$ cat config.mk
export PLATFORM = sky130hd
export DESIGN_NAME = lzd_ctrl
export DESIGN_NICKNAME = d
export VERILOG_FILES = /design/src/design/lzd_pkg.sv /design/src/design/lzd_ctrl.sv
export VERILOG_INCLUDE_DIRS = /design/src /design/src/design
export SDC_FILE = /design/constraint.sdc
export NUM_CORES = 1
export LEC_CHECK = 0
export BUFFER_PORTS_ARGS = -buffer_cell sky130_fd_sc_hd__buf_4
export CAP_MARGIN = 0
export CORE_MARGIN = 3
export CORE_UTILIZATION = 50
export CTS_CLUSTER_SIZE = 10
export DETAILED_ROUTE_END_ITERATION = 10
export GPL_ROUTABILITY_DRIVEN = 0
export MAX_ROUTING_LAYER = met4
export PLACE_DENSITY = 0.79
export SLEW_MARGIN = 20
export SYNTH_ARGS = -nofsm -noshare
export SYNTH_HDL_FRONTEND = slang
export SYNTH_SLANG_ARGS = --single-unit
$ cat constraint.sdc
create_clock -name aclk -period 4.4 [get_ports aclk]
set_input_delay 1.32 -clock aclk [delete_from_list [all_inputs] [get_ports aclk]]
set_output_delay 1.32 -clock aclk [all_outputs]
set_load 0.005 [all_outputs]
$ cat src/design/lz_image_block_decoder_macros.svh
// Assertion macros shared by the LZ image block decoder RTL.
`ifndef LZ_IMAGE_BLOCK_DECODER_MACROS_SVH
`define LZ_IMAGE_BLOCK_DECODER_MACROS_SVH

// Implication checked at every rising edge outside reset.
`define LZD_ASSERT_IMP(label, clk, rst_n, ante, cons, msg) \
    label: assert property (@(posedge clk) disable iff (!rst_n) (ante) |-> (cons)) \
        else $error(msg);

// Next-cycle implication checked at every rising edge outside reset.
`define LZD_ASSERT_NEXT(label, clk, rst_n, ante, cons, msg) \
    label: assert property (@(posedge clk) disable iff (!rst_n) (ante) |=> (cons)) \
        else $error(msg);

// Invariant checked at every rising edge outside reset.
`define LZD_ASSERT_ALWAYS(label, clk, rst_n, expr, msg) \
    label: assert property (@(posedge clk) disable iff (!rst_n) (expr)) \
        else $error(msg);

`endif

$ cat src/design/lzd_pkg.sv
// Shared types and constants of the LZ image block decoder.
`default_nettype none
package lzd_pkg;

    // Parser phase between input bytes.
    typedef enum logic [1:0] {
        PHASE_CTRL = 2'd0,
        PHASE_LIT  = 2'd1,
        PHASE_REF2 = 2'd2
    } phase_t;

    // Sequencer states, one-hot.
    typedef enum logic [2:0] {
        ST_IDLE    = 3'b001,
        ST_COPY_RD = 3'b010,
        ST_COPY_WR = 3'b100
    } seq_state_t;

    // One decoded pixel on its way to the output register.
    typedef struct packed {
        logic [7:0] pixel;
        logic       last;
        logic       bad;
    } pix_t;

    localparam int          LIT_FLAG_BIT  = 7;
    localparam logic [7:0]  LIT_LEN_MASK  = 8'h7f;
    localparam logic [4:0]  COPY_LEN_MASK = 5'h1f;
    localparam logic [5:0]  MIN_COPY_LEN  = 6'd3;
    localparam int          DIST_W        = 11;
    localparam int          COUNT_W       = 11;
    localparam logic [10:0] MAX_DISTANCE  = 11'd1024;

endpackage
`default_nettype wire

$ cat src/design/lzd_ctrl.sv
// Parser and copy sequencer: reads, checks and writes back the history window.
`default_nettype none
module lzd_ctrl #(
    parameter int DEPTH = 1024,
    parameter int AW    = 10
) (
    input  wire logic          aclk,
    input  wire logic          aresetn,
    input  wire logic          s_valid,
    output logic               s_ready,
    input  wire logic [7:0]    s_data_byte,
    input  wire logic          s_new_image,
    output logic               emit_valid,
    input  wire logic          emit_ready,
    output lzd_pkg::pix_t      emit_pix,
    output logic               mem_wr_en,
    output logic [AW-1:0]      mem_wr_addr,
    output logic [7:0]         mem_wr_data,
    output logic               mem_rd_en,
    output logic [AW-1:0]      mem_rd_addr,
    input  wire logic [7:0]    mem_rd_data
);

    localparam int SW = AW + 1;

    lzd_pkg::seq_state_t                 state_reg, state_next;
    lzd_pkg::phase_t                     phase_reg, phase_next;
    logic [7:0]                          lit_left_reg, lit_left_next;
    logic [5:0]                          copy_len_reg, copy_len_next;
    logic [1:0]                          off_high_reg, off_high_next;
    logic [AW-1:0]                       wp_reg, wp_next;
    logic [lzd_pkg::COUNT_W-1:0]         prod_reg, prod_next;
    logic [lzd_pkg::DIST_W-1:0]          dist_reg, dist_next;
    logic [5:0]                          remain_reg, remain_next;

    logic                                s_fire;
    lzd_pkg::phase_t                     phase_eff;
    logic [lzd_pkg::COUNT_W-1:0]         prod_eff;
    logic [lzd_pkg::COUNT_W-1:0]         prod_inc;
    logic [AW-1:0]                       wp_inc;
    logic [7:0]                          lit_dec;
    logic [SW-1:0]                       wp_ext, dist_ext, src_ext;
    logic                                copy_bad;

    // Input transfers are taken only between copies; a literal needs a free output slot.
    assign s_ready = (state_reg == lzd_pkg::ST_IDLE) &&
                     (emit_ready || (phase_reg != lzd_pkg::PHASE_LIT));
    assign s_fire  = s_valid && s_ready;

    // A new image restarts the parser and the produced count before the byte is used.
    assign phase_eff = s_new_image ? lzd_pkg::PHASE_CTRL : phase_reg;
    assign prod_eff  = s_new_image ? '0 : prod_reg;

    // Pointer update shared by every emitted pixel; count update and run decrement for literals.
    assign wp_inc   = (wp_reg == AW'(DEPTH - 1)) ? '0 : wp_reg + 1'b1;
    assign prod_inc = (prod_eff < lzd_pkg::MAX_DISTANCE) ? prod_eff + 1'b1 : prod_eff;
    assign lit_dec  = (lit_left_reg != 8'd0) ? lit_left_reg - 8'd1 : 8'd0;

    // Source address of the next copied byte, modulo the window depth.
    assign wp_ext   = {1'b0, wp_reg};
    assign dist_ext = SW'(dist_reg);
    assign src_ext  = (wp_ext >= dist_ext) ? (wp_ext - dist_ext)
                                           : (wp_ext + SW'(DEPTH) - dist_ext);
    assign copy_bad = dist_reg > prod_reg;

    // Sequencer and parser next state.
    always_comb begin
        state_next    = state_reg;
        phase_next    = phase_reg;
        lit_left_next = lit_left_reg;
        copy_len_next = copy_len_reg;
        off_high_next = off_high_reg;
        wp_next       = wp_reg;
        prod_next     = prod_reg;
        dist_next     = dist_reg;
        remain_next   = remain_reg;
        emit_valid    = 1'b0;
        emit_pix      = '0;
        mem_wr_en     = 1'b0;
        mem_wr_addr   = wp_reg;
        mem_wr_data   = 8'd0;
        mem_rd_en     = 1'b0;
        mem_rd_addr   = src_ext[AW-1:0];

        unique case (state_reg)
            lzd_pkg::ST_IDLE: begin
                if (s_fire) begin
                    prod_next = prod_eff;
                    unique case (phase_eff)
                        lzd_pkg::PHASE_LIT: begin
                            emit_valid     = 1'b1;
                            emit_pix.pixel = s_data_byte;
                            emit_pix.last  = 1'b1;
                            emit_pix.bad   = 1'b0;
                            mem_wr_en      = 1'b1;
                            mem_wr_data    = s_data_byte;
                            wp_next        = wp_inc;
                            prod_next      = prod_inc;
                            lit_left_next  = lit_dec;
                            if (lit_dec == 8'd0) begin
                                phase_next = lzd_pkg::PHASE_CTRL;
                            end
                        end
                        lzd_pkg::PHASE_REF2: begin
                            dist_next     = {1'b0, off_high_reg, s_data_byte} + 11'd1;
                            remain_next   = copy_len_reg;
                            phase_next    = lzd_pkg::PHASE_CTRL;
                            copy_len_next = 6'd0;
                            off_high_next = 2'd0;
                            if (copy_len_reg != 6'd0) begin
                                state_next = lzd_pkg::ST_COPY_RD;
                            end
                        end
                        default: begin
                            // Control byte: open a literal run or the first half of a reference.
                            if (s_data_byte[lzd_pkg::LIT_FLAG_BIT]) begin
                                lit_left_next = (s_data_byte & lzd_pkg::LIT_LEN_MASK) + 8'd1;
                                phase_next    = lzd_pkg::PHASE_LIT;
                                copy_len_next = 6'd0;
                                off_high_next = 2'd0;
                            end else begin
                                copy_len_next = {1'b0, s_data_byte[6:2] & lzd_pkg::COPY_LEN_MASK}
                                                + lzd_pkg::MIN_COPY_LEN;
                                off_high_next = s_data_byte[1:0];
                                phase_next    = lzd_pkg::PHASE_REF2;
                                lit_left_next = 8'd0;
                            end
                        end
                    endcase
                end
            end
            lzd_pkg::ST_COPY_RD: begin
                mem_rd_en  = 1'b1;
                state_next = lzd_pkg::ST_COPY_WR;
            end
            lzd_pkg::ST_COPY_WR: begin
                if (emit_ready) begin
                    emit_valid     = 1'b1;
                    emit_pix.pixel = copy_bad ? 8'd0 : mem_rd_data;
                    emit_pix.last  = (remain_reg == 6'd1);
                    emit_pix.bad   = copy_bad;
                    mem_wr_en      = 1'b1;
                    mem_wr_data    = copy_bad ? 8'd0 : mem_rd_data;
                    wp_next        = wp_inc;
                    prod_next      = (prod_reg < lzd_pkg::MAX_DISTANCE) ? prod_reg + 1'b1
                                                                        : prod_reg;
                    remain_next    = remain_reg - 6'd1;
                    state_next     = (remain_reg == 6'd1) ? lzd_pkg::ST_IDLE
                                                          : lzd_pkg::ST_COPY_RD;
                end
            end
            default: begin
                state_next = lzd_pkg::ST_IDLE;
            end
        endcase
    end

    // Control state registers.
    always_ff @(posedge aclk) begin
        if (!aresetn) begin
            state_reg    <= lzd_pkg::ST_IDLE;
            phase_reg    <= lzd_pkg::PHASE_CTRL;
            lit_left_reg <= 8'd0;
            copy_len_reg <= 6'd0;
            off_high_reg <= 2'd0;
            wp_reg       <= '0;
            prod_reg     <= '0;
            remain_reg   <= 6'd0;
        end else begin
            state_reg    <= state_next;
            phase_reg    <= phase_next;
            lit_left_reg <= lit_left_next;
            copy_len_reg <= copy_len_next;
            off_high_reg <= off_high_next;
            wp_reg       <= wp_next;
            prod_reg     <= prod_next;
            remain_reg   <= remain_next;
        end
    end

    // Distance of the copy in progress.
    always_ff @(posedge aclk) begin
        dist_reg <= dist_next;
    end

`include "lz_image_block_decoder_macros.svh"

    `LZD_ASSERT_IMP(a_emit_into_free_slot, aclk, aresetn, emit_valid, emit_ready, "pixel pushed into a full output register")
    `LZD_ASSERT_IMP(a_read_before_write, aclk, aresetn, state_reg == lzd_pkg::ST_COPY_WR, $past(state_reg) == lzd_pkg::ST_COPY_RD || $past(state_reg) == lzd_pkg::ST_COPY_WR, "copy write without a preceding history read")
    `LZD_ASSERT_IMP(a_no_input_during_copy, aclk, aresetn, state_reg != lzd_pkg::ST_IDLE, !s_ready, "input taken while a copy is running")
    `LZD_ASSERT_ALWAYS(a_count_saturates, aclk, aresetn, prod_reg <= lzd_pkg::MAX_DISTANCE, "produced count beyond the largest distance")
    `LZD_ASSERT_NEXT(a_copy_ends_idle, aclk, aresetn, state_reg == lzd_pkg::ST_COPY_WR && emit_valid && emit_pix.last, state_reg == lzd_pkg::ST_IDLE, "sequencer did not return to idle after the last copied pixel")

endmodule
`default_nettype wire

==> impl_results.md, run 1 <==
- Initial Utilization: 52.07%
- Setup slack after placement: 424.7 ps
- Internal power component: 895.7 uW
- Core Area: roughly 8300 um^2
- Post-synth top area cell: sky130_fd_sc_hd__dfxtp_1
- Arrival time of the worst setup path: 2680 ps
- Setup crit end kind: output pin
- Nets: 673
- Period Utilization, post-route: between 90% and 100%
- Clock latency on the worst-skew pair: between 300 and 400 ps
- Main area contributors after synthesis: sky130_fd_sc_hd__dfxtp_1, sky130_fd_sc_hd__ha_1, sky130_fd_sc_hd__edfxtp_1
- Initial antenna violation count: 0
- Cells after synthesis: 567
- Worst-case hold path end point: remain_reg[0]
- Area fraction of the dominant cell type after synthesis: 22.13%
- Number of clock buffers inserted by TritonCTS: 9
- Critical setup path kind: in2out
- Cell area after synthesis: 4343 um^2
- Count of cell types in the netlist: 69
- Sequence of cells on the critical path: buf_4 -> nand2b_1 -> inv_1 -> ha_1 -> nand2_1 -> nor3_2 -> buf_4 -> nor2_1 -> inv_1 -> buf_4
- Post-Synthesis Mean Instance Area: 7.659 um^2
- FF-to-FF Start: state_reg[0]
- Layout cells sized above 1: 15.89%
- Post-route setup slack: 402.5 ps
- Area Growth Syn to Fin: 15.96%
- Final ANT Viol Nets: 0
- CP max FO: 15
- Delay contributed by the slowest stage of the critical path: around 210 ps
- WP buf/inv: 5
- Crit. Startpoint: s_new_image
- Max Clock Freq: 0.2502 GHz
- Setup repair after global routing missed its margin: false
- Drt total wl: 11390 um
- Sequential Power Share: 46.4%
- Postcts setup bufs: 0
- Reg2Reg Depth: 6
- Finish-stage setup viols: 0
- Setup slack of the worst register-to-register path: 1950 ps
- Run status: complete, no violations
- Level count of the clock H-tree: 3
- Vias after detailed routing: 4383
- Worst reg2reg path endpoint: mem_wr_addr[7]
- Vertical die dimension: 99.20 um
- Worst setup skew after layout: 8.907 ps
- Peak supply drop: 0.1790 mV
- Clock root cell: sky130_fd_sc_hd__clkbuf_8
- Sequential-to-total area share from yosys stat: 29.73%
- Top-Level Pins: between 60 and 70
- Clock tree from TritonCTS: built
- Synth Warn #: 0
- Number of rows created at floorplan: 33
- Crit path launch type: primary input
- Leakage: 0.002064 uW
- Vias per cell: 6.021
- Number of gates resized after cts: 0
- Pin count of the biggest net entering global routing: 38
- PortBufs: 62
- Worst slew pin tran: 702.1 ps
- Length of the first detailed-routing pass in iterations: 5
- Residual DRC count: 0
- Mean routed wirelength per cell: 15.64 um
- Clock transition at the registers of the reported paths: 70 ps
- PD cells: about 250 nW/um^2
- Fin. max-slew vios: 0
- GR Util All Layers: 23.79%
- Die Footprint: 9840 um^2
- Switching part of the total: 28.44%
- Critical path's most frequent cell: sky130_fd_sc_hd__buf_4
- Dpl hpwl: between 8000 and 9000 um
- Proportion of power drawn by the clock network: 38.5%
- Worst Min Path Start: copy_len_reg[0]
- Family with the most delay on the worst path: buffers and inverters
- Clock sink total: 59
- Width of the die: 99.20 um
- Clock tree buffer depth: 2
- Number of nets in the synthesized netlist: 622
- Hold buffers post-CTS: 0
- Final count of hold timing violations: 0
- Global-route wire length before repair: 18870 um
- Portion of total power attributed to combinational logic: between 10% and 20%
- Number of synthesized flops with an enable pin: 11
- Aggregate negative setup slack: 0 ps
- Violation count after the first detailed-route iteration: 213
- Slowest stage cell on the critical path: sky130_fd_sc_hd__ha_1
- Vias in the first global route: roughly 4.1k
- Leading register cell type out of synthesis: sky130_fd_sc_hd__dfxtp_1
- Post-route worst hold slack: 477.4 ps
- Hold Path Cell Cnt: 2
- Diodes inserted: 0
- Synthesized flop and latch total: between 50 and 60
- Min Tclk post-route: 3998 ps
- Asr flop ratio synth: 0%
- Req. time, crit path: 3080 ps
- Worst hold-check path type: reg2reg
- Number of max-cap violations: 0
- Relative slew slack: 53.12%
- Overflow left after global routing: 0
- Number of fill cells in the layout: 750
- Net switching power: approximately 360 uW
==> synth_stat cells, types with 3 or more instances <==
library cell                 n
sky130_fd_sc_hd__clkbuf_1   18
sky130_fd_sc_hd__dfxtp_1    48
sky130_fd_sc_hd__nor3b_1     4
sky130_fd_sc_hd__nor3_1     11
sky130_fd_sc_hd__o21ai_0    41
sky130_fd_sc_hd__ha_1       33
sky130_fd_sc_hd__buf_4       9
sky130_fd_sc_hd__nand4_1    10
sky130_fd_sc_hd__o211ai_1    6
sky130_fd_sc_hd__a22oi_1     3
sky130_fd_sc_hd__o2111ai_1   3
sky130_fd_sc_hd__nand3_1    25
sky130_fd_sc_hd__nand3b_1    3
sky130_fd_sc_hd__nor2_1     39
sky130_fd_sc_hd__nand2_1    64
sky130_fd_sc_hd__nand2b_1    6
sky130_fd_sc_hd__a211oi_1    3
sky130_fd_sc_hd__and2_1      5
sky130_fd_sc_hd__inv_1      51
sky130_fd_sc_hd__a31oi_1     4
sky130_fd_sc_hd__nor2b_1     8
sky130_fd_sc_hd__a21oi_1    53
sky130_fd_sc_hd__and3_1      4
sky130_fd_sc_hd__mux2i_1     4
sky130_fd_sc_hd__or3_1      11
sky130_fd_sc_hd__xnor2_1    10
sky130_fd_sc_hd__xor2_1     10
sky130_fd_sc_hd__o31ai_1    11
sky130_fd_sc_hd__a21o_1      6
sky130_fd_sc_hd__nor4_1      7
sky130_fd_sc_hd__edfxtp_1   11
==> tightest hold or removal path, stage by stage, from the launching register on <==
cell	delay, ps
sky130_fd_sc_hd__dfxtp_1	320
sky130_fd_sc_hd__nand2_1	60
sky130_fd_sc_hd__a21oi_1	50
==> cells in the final DEF (no fill, tap or decap), types with 11 or more instances in the layout <==
master and n:
sky130_fd_sc_hd__nand2_1 64, sky130_fd_sc_hd__nand3_1 25, sky130_fd_sc_hd__or3_1 11, sky130_fd_sc_hd__inv_1 51
sky130_fd_sc_hd__nor3_1 11, sky130_fd_sc_hd__buf_4 69, sky130_fd_sc_hd__edfxtp_1 11, sky130_fd_sc_hd__nor2_1 39
sky130_fd_sc_hd__dfxtp_1 48, sky130_fd_sc_hd__ha_1 33, sky130_fd_sc_hd__a21oi_1 53, sky130_fd_sc_hd__o21ai_0 41
sky130_fd_sc_hd__o31ai_1 11
==> metal layers <==
layer  up-vias  share of wire (%)  global-route usage (%)
met1      2032                 43                   29.39
met2       197                 48                   39.36
met4         0                2.0                   8.298
li1       2132                  -                       -
met5         -                  0                       -
met3        22                6.8                   3.997
==> power groups by stage <==
stage	logic [uW]	registers, uW	clock network, uW
finish	190	580	482
global route	211	582	512
CTS	188	580	487
detailed placement	187	592	0
global placement	182	591	0
floorplan	127	586	0
==> how the worst max path moves through the flow <==
stage,end,depth (start not counted)
after floorplan,mem_wr_data[4],9
after global placement,mem_wr_en,10
after detailed placement,emit_valid,10
after CTS,emit_valid,10
after global routing,emit_valid,10
final,emit_valid,10
==> area by class of cell <==
type / instances / area [um^2] / area share, %
repair buffers: 69 / 518.0 / 10.29
clock buffers: 12 / 166.4 / 3.304
flip-flops and latches: 59 / 1291 / 25.64
well taps: 105 / 131.4 / 2.609
clock inverters: 4 / 21.27 / 0.4224
inverters: 53 / 198.9 / 3.950
multi-input cells: 426 / 2709 / 53.79
==> per-stage QoR <==
step	area, um^2	utilization [%]	total power (uW)	cells
2_1_floorplan	4343	-	713.0	567
3_3_place_gp	4848	58.13	773.0	712
6_report	5036	60.38	1252	728
3_5_place_dp	4848	58.13	778.9	712
4_1_cts	5036	60.38	1254	728
5_1_grt	5036	60.38	1306	728
==> cells by family after synthesis <==
| family | Yosys count | share of synthesized area (%) |
|---|---|---|
| multiplexers | 5 | 1.181 |
| adder cells (fa/ha/maj) | 34 | 9.968 |
| XOR/XNOR | 20 | 4.033 |
| buffers and inverters | 82 | 7.893 |
| AND/OR/NAND/NOR | 212 | 24.75 |
| AO/OA/AOI/OAI | 155 | 22.44 |
| flip-flops | 59 | 29.73 |
Power figures use the tool's default switching activity.
==> run 2: changes to the inputs <==
- REMOVE_ABC_BUFFERS: default -> 1
==> impl_results.md, run 2 (synthesis results as in run 1) <==
- Run status: complete, no violations
- Clock latency on the worst-skew pair: 340 ps (about the same)
- Diodes inserted: 0 (unchanged)
- Width of the die: 99.20 um (unchanged)
- Slowest stage cell on the critical path: sky130_fd_sc_hd__ha_1
- Global-route wire length before repair: 18940 um (+0.37%)
- Area Growth Syn to Fin: 17.17%
- Critical path's most frequent cell: sky130_fd_sc_hd__buf_4
- Vias per cell: 5.952 (-1.1%)
- Sequence of cells on the critical path: buf_4 -> nand2b_1 -> inv_1 -> ha_1 -> nand2_1 -> nor3_2 -> buf_4 -> nor2_1 -> inv_1 -> buf_4
- Number of clock buffers inserted by TritonCTS: 9 (unchanged)
- Setup repair after global routing missed its margin: false
- Clock root cell: sky130_fd_sc_hd__clkbuf_8
- Mean routed wirelength per cell: 15.57 um (-0.47%)
- Initial Utilization: 52.07% (unchanged)
- Violation count after the first detailed-route iteration: 293 (+38%)
- Vertical die dimension: 99.20 um (unchanged)
- Initial antenna violation count: 0 (unchanged)
- Final count of hold timing violations: 0 (unchanged)
- Vias after detailed routing: 4333 (-1.1%)
- Fin. max-slew vios: 0 (unchanged)
- CP max FO: 15 (unchanged)
- Critical setup path kind: in2out
- Number of rows created at floorplan: 33 (unchanged)
- Final design area excluding fillers: 5089 um^2 (+1.0%)
- Setup crit end kind: output pin
- Leakage: 0.002087 uW (+1.1%)
- Hold buffers post-CTS: 0 (unchanged)
- Clock tree from TritonCTS: built
- Aggregate negative setup slack: 0 ps (unchanged)
- GR Util All Layers: 24.01% (+0.22 points)
- Final ANT Viol Nets: 0 (unchanged)
- Req. time, crit path: 3080 ps (about the same)
- Layout cells sized above 1: 16.05% (+0.16 points)
- PortBufs: 62 (unchanged)
- Most frequent cells in the layout: sky130_fd_sc_hd__buf_4, sky130_fd_sc_hd__nand2_1, sky130_fd_sc_hd__a21oi_1, sky130_fd_sc_hd__inv_1, sky130_fd_sc_hd__dfxtp_1
- Overflow left after global routing: 0 (unchanged)
- Peak supply drop: 0.1219 mV (-32%)
- Min Tclk post-route: 3972 ps (-25.88 ps)
- Clock transition at the registers of the reported paths: 70 ps (about the same)
- Number of max-cap violations: 0 (unchanged)
- Clock tree buffer depth: 2 (unchanged)
- Nets: 673 (unchanged)
- Drt total wl: 11340 um (-0.47%)
- Clock sink total: 59 (unchanged)
- Worst hold-check path type: reg2reg
- Area of placed instances: 4848 um^2 (unchanged)
- Level count of the clock H-tree: 3 (unchanged)
- Residual DRC count: 0 (unchanged)
- Worst setup skew after layout: 9.150 ps (+0.2430 ps)
- Delay contributed by the slowest stage of the critical path: 210 ps (about the same)
- Arrival time of the worst setup path: 2650 ps (-30 ps)
- # placed instances: 712 (unchanged)
- Commonest non-fill, non-tap cell in the layout: sky130_fd_sc_hd__buf_4
- Finish-stage setup viols: 0 (unchanged)
- Worst slew pin tran: 816.5 ps (+114.4 ps)
- Postcts setup bufs: 0 (unchanged)
- Max Clock Freq: 0.2518 GHz (+0.65%)
- Die Footprint: 9840 um^2 (unchanged)
- Dpl hpwl: 8404 um (-0.43%)
- PD cells: 264.2 nW/um^2 (+6.3%)
- Relative slew slack: 45.51% (-7.6 points)
- Length of the first detailed-routing pass in iterations: 5 (unchanged)
- Final standard cell count with taps included and fillers excluded: 728 (unchanged)
- Pin count of the biggest net entering global routing: 38 (unchanged)
- Crit path launch type: primary input
- Number of gates resized after cts: 0 (unchanged)
- Vias in the first global route: 4150 (+1.1%)
- Top-Level Pins: 63 (unchanged)
- Period Utilization, post-route: 90.26% (-0.59 points)
- Core Area: 8341 um^2 (unchanged)
run 2: path summary, 6_finish.rpt:
check                   from         endpoint  slack, ps  depth (start not counted)
max reg2reg     state_reg[0]   mem_wr_addr[7]       1830                          6
min          copy_len_reg[0]  copy_len_reg[0]        480                          2
min reg2reg  copy_len_reg[0]  copy_len_reg[0]        480                          2
max              s_new_image        mem_wr_en        430                         10
run 2: routing by layer:
| metal | global-route usage, % | vias to the layer above | part of all wire (%) |
|---|---|---|---|
| met2 | 40.13 | 188 | 49 |
| li1 | - | 2130 | - |
| met1 | 29.73 | 1998 | 43 |
| met3 | 4.558 | 17 | 6.7 |
| met5 | - | - | 0 |
| met4 | 6.618 | 0 | 1.3 |
run 2: metrics by stage:
stage	power [uW]	hold WS, ps	utilization (%)	setup WS (ps)
after floorplan	704.4	445.1	-	440.2
after global placement	773.0	462.4	58.13	481.4
after detailed placement	779.4	470.6	58.13	436.6
after CTS	1355	478.5	61.01	435.0
after global routing	1404	496.5	61.01	312.5
final	1344	479.0	61.01	428.4
run 2: layout make-up:
class,count,area [um^2]
Inverter,53,198.9
Clock buffer,14,203.9
Clock inverter,2,36.28
Sequential cell,59,1291
Timing Repair Buffer,69,518.0
Tap cell,105,131.4
Multi-Input combinational cell,426,2709
Fill cell,755,3252
run 2: critical path: cells and delay by family:
family | cells | cell delay (ps)
buf+inv | 5 | 650
simple gates | 4 | 480
fa+ha+maj | 1 | 210
run 2: power breakdown:
part           switching, uW  internal [uW]
sequential              15.5            565
combinational            111           79.6
clock                    216            358
==> run 3: changes to the inputs <==
--- a/config.mk
+++ b/config.mk
@@ -14,4 +14,5 @@
 export DETAILED_ROUTE_END_ITERATION = 10
 export GPL_ROUTABILITY_DRIVEN = 0
+export HOLD_SLACK_MARGIN = 0.02
 export MAX_ROUTING_LAYER = met4
 export PLACE_DENSITY = 0.79
==> constraint.sdc (replaced) <==
create_clock -name aclk -period 4.4 [get_ports aclk]
set_input_delay 0.44 -clock aclk [delete_from_list [all_inputs] [get_ports aclk]]
set_output_delay 0.44 -clock aclk [all_outputs]
set_load 0.005 [all_outputs]
==> impl_results.md, run 3 (synthesis results as in run 1) <==
- Run status: complete, no violations
- Clock latency on the worst-skew pair: 350 ps (about the same)
- Residual DRC count: 0 (unchanged)
- Sequence of cells on the critical path: inv_1 -> ha_1 -> and4_1 -> nand4_1 -> a21o_1 -> a21oi_1 -> o31ai_1 -> buf_4
- Top-Level Pins: 63 (unchanged)
- Length of the first detailed-routing pass in iterations: 5 (unchanged)
- # placed instances: 708 (-0.56%)
- Setup repair after global routing missed its margin: false
- Family with the most delay on the worst path: compound AO/OA/AOI/OAI gates
- CP max FO: 9 (-6)
- Number of max-cap violations: 0 (unchanged)
- Clock tree from TritonCTS: built
- Clock tree buffer depth: 2 (unchanged)
- Overflow left after global routing: 0 (unchanged)
- Drt total wl: 11230 um (-0.92%)
- Clock transition at the registers of the reported paths: 70 ps (about the same)
- GR Util All Layers: 23.59% (-0.42 points)
- Area Growth Syn to Fin: 15.93%
- Setup crit end kind: output pin
- Vias after detailed routing: 4329 (-0.092%)
- Crit path launch type: flip-flop
- Post-route setup slack: 1255 ps (+826.7 ps)
- Worst hold-check path type: in2reg
- Fin. max-slew vios: 0 (unchanged)
- Number of rows created at floorplan: 33 (unchanged)
- Width of the die: 99.20 um (unchanged)
- Req. time, crit path: 3960 ps (+880 ps)
- Initial antenna violation count: 0 (unchanged)
- Number of clock buffers inserted by TritonCTS: 9 (unchanged)
- Final count of hold timing violations: 0 (unchanged)
- Die Footprint: 9840 um^2 (unchanged)
- Global-route wire length before repair: 18740 um (-1.1%)
- Final ANT Viol Nets: 0 (unchanged)
- Pin count of the biggest net entering global routing: 38 (unchanged)
- Dpl hpwl: 8277 um (-1.5%)
- Clock root cell: sky130_fd_sc_hd__clkbuf_8
- Min Tclk post-route: 3145 ps (-826.7 ps)
- Vertical die dimension: 99.20 um (unchanged)
- Critical setup path kind: reg2out
- Leakage: 0.002057 uW (-1.4%)
- Diodes inserted: 0 (unchanged)
- PD cells: 258.7 nW/um^2 (-2.1%)
- Vias per cell: 5.979 (+0.46%)
- Most frequent cells in the layout: sky130_fd_sc_hd__buf_4, sky130_fd_sc_hd__nand2_1, sky130_fd_sc_hd__a21oi_1, sky130_fd_sc_hd__inv_1, sky130_fd_sc_hd__dfxtp_1
- Final standard cell count with taps included and fillers excluded: 724 (-0.55%)
- Hold buffers post-CTS: 0 (unchanged)
- Delay contributed by the slowest stage of the critical path: 640 ps (+430 ps)
- Arrival time of the worst setup path: 2700 ps (+50 ps)
- Vias in the first global route: 4198 (+1.2%)
- Layout cells sized above 1: 15.35% (-0.70 points)
- Max Clock Freq: 0.3180 GHz (+26%)
- Setup slack after placement: 1480 ps (+1043 ps)
- Multi-input logic area: 2709 um^2 (unchanged)
- Postcts setup bufs: 0 (unchanged)
- Finish-stage setup viols: 0 (unchanged)
- Footprint of the flip-flops and latches: 1291 um^2 (unchanged)
- Core Area: 8341 um^2 (unchanged)
- Level count of the clock H-tree: 3 (unchanged)
- Mean routed wirelength per cell: 15.51 um (-0.37%)
- Violation count after the first detailed-route iteration: 223 (-24%)
- Clock sink total: 59 (unchanged)
- Initial Utilization: 52.07% (unchanged)
- Period Utilization, post-route: 71.48% (-19 points)
- Worst setup skew after layout: 14.24 ps (+5.094 ps)
- Aggregate negative setup slack: 0 ps (unchanged)
- Relative slew slack: 31.70% (-14 points)
- Commonest non-fill, non-tap cell in the layout: sky130_fd_sc_hd__buf_4
- Slowest stage cell on the critical path: sky130_fd_sc_hd__a21oi_1
- Number of gates resized after cts: 0 (unchanged)
- Number of fill cells in the layout: 745 (-1.3%)
- Worst slew pin tran: 1024 ps (+208.0 ps)
- PortBufs: 62 (unchanged)
- Peak supply drop: 0.1648 mV (+35%)
- Nets: 669 (-0.59%)
- WP buf/inv: 2 (-3)
-- run 3: worst register-to-register path: cells and delay by family (launching register included) --
| kind | cells | cell delay, ps |
|---|---|---|
| compound gates | 2 | 520 |
| flops | 1 | 360 |
| simple gates | 4 | 940 |
| fa+ha+maj | 1 | 440 |
| buf+inv | 2 | 270 |
-- run 3: area by class of cell --
type,count,share of cell area [%]
clock buffers,14,4.076
flip-flops and latches,59,25.65
clock inverters,2,0.2237
well taps,105,2.609
multi-input cells,426,53.80
repair buffers,65,9.692
inverters,53,3.951
-- run 3: per-layer routing --
layer / part of all wire, % / track usage, % / vias to the layer above
met3: 5.3 / 3.366 / 21
met5: 0 / - / -
li1: - / - / 2119
met4: 1.6 / 7.563 / 0
met2: 49 / 40.55 / 150
met1: 44 / 28.51 / 2039
-- run 3: worst paths after layout --
path	end	slack, ps	startpoint	depth (start not counted)
max	emit_pix[3]	1260	prod_reg[10]	8
min	dist_ext[0]	390	s_data_byte[0]	2
max reg2reg	mem_wr_addr[7]	1800	phase_reg[0]	9
min reg2reg	copy_len_reg[0]	470	copy_len_reg[0]	2
-- run 3: stage by stage --
step                      instance area, um^2  utilization [%]  hold slack (ps)  power (uW)
final                                    5035            60.37            392.9        1302
after global routing                     5035            60.37            395.8        1346
after CTS                                5035            60.37            390.6        1299
after detailed placement                 4818            57.77            465.1       776.6
after global placement                   4818            57.77            462.8       771.3
after floorplan                          4199                -            445.1       704.4
-- run 3: report_power, final --
part | internal, uW | total, uW | switching, uW
clock | 304 | 535 | 231
sequential | 564 | 579 | 15.1
combinational | 77.4 | 188 | 111
total | 946 | 1300 | 357
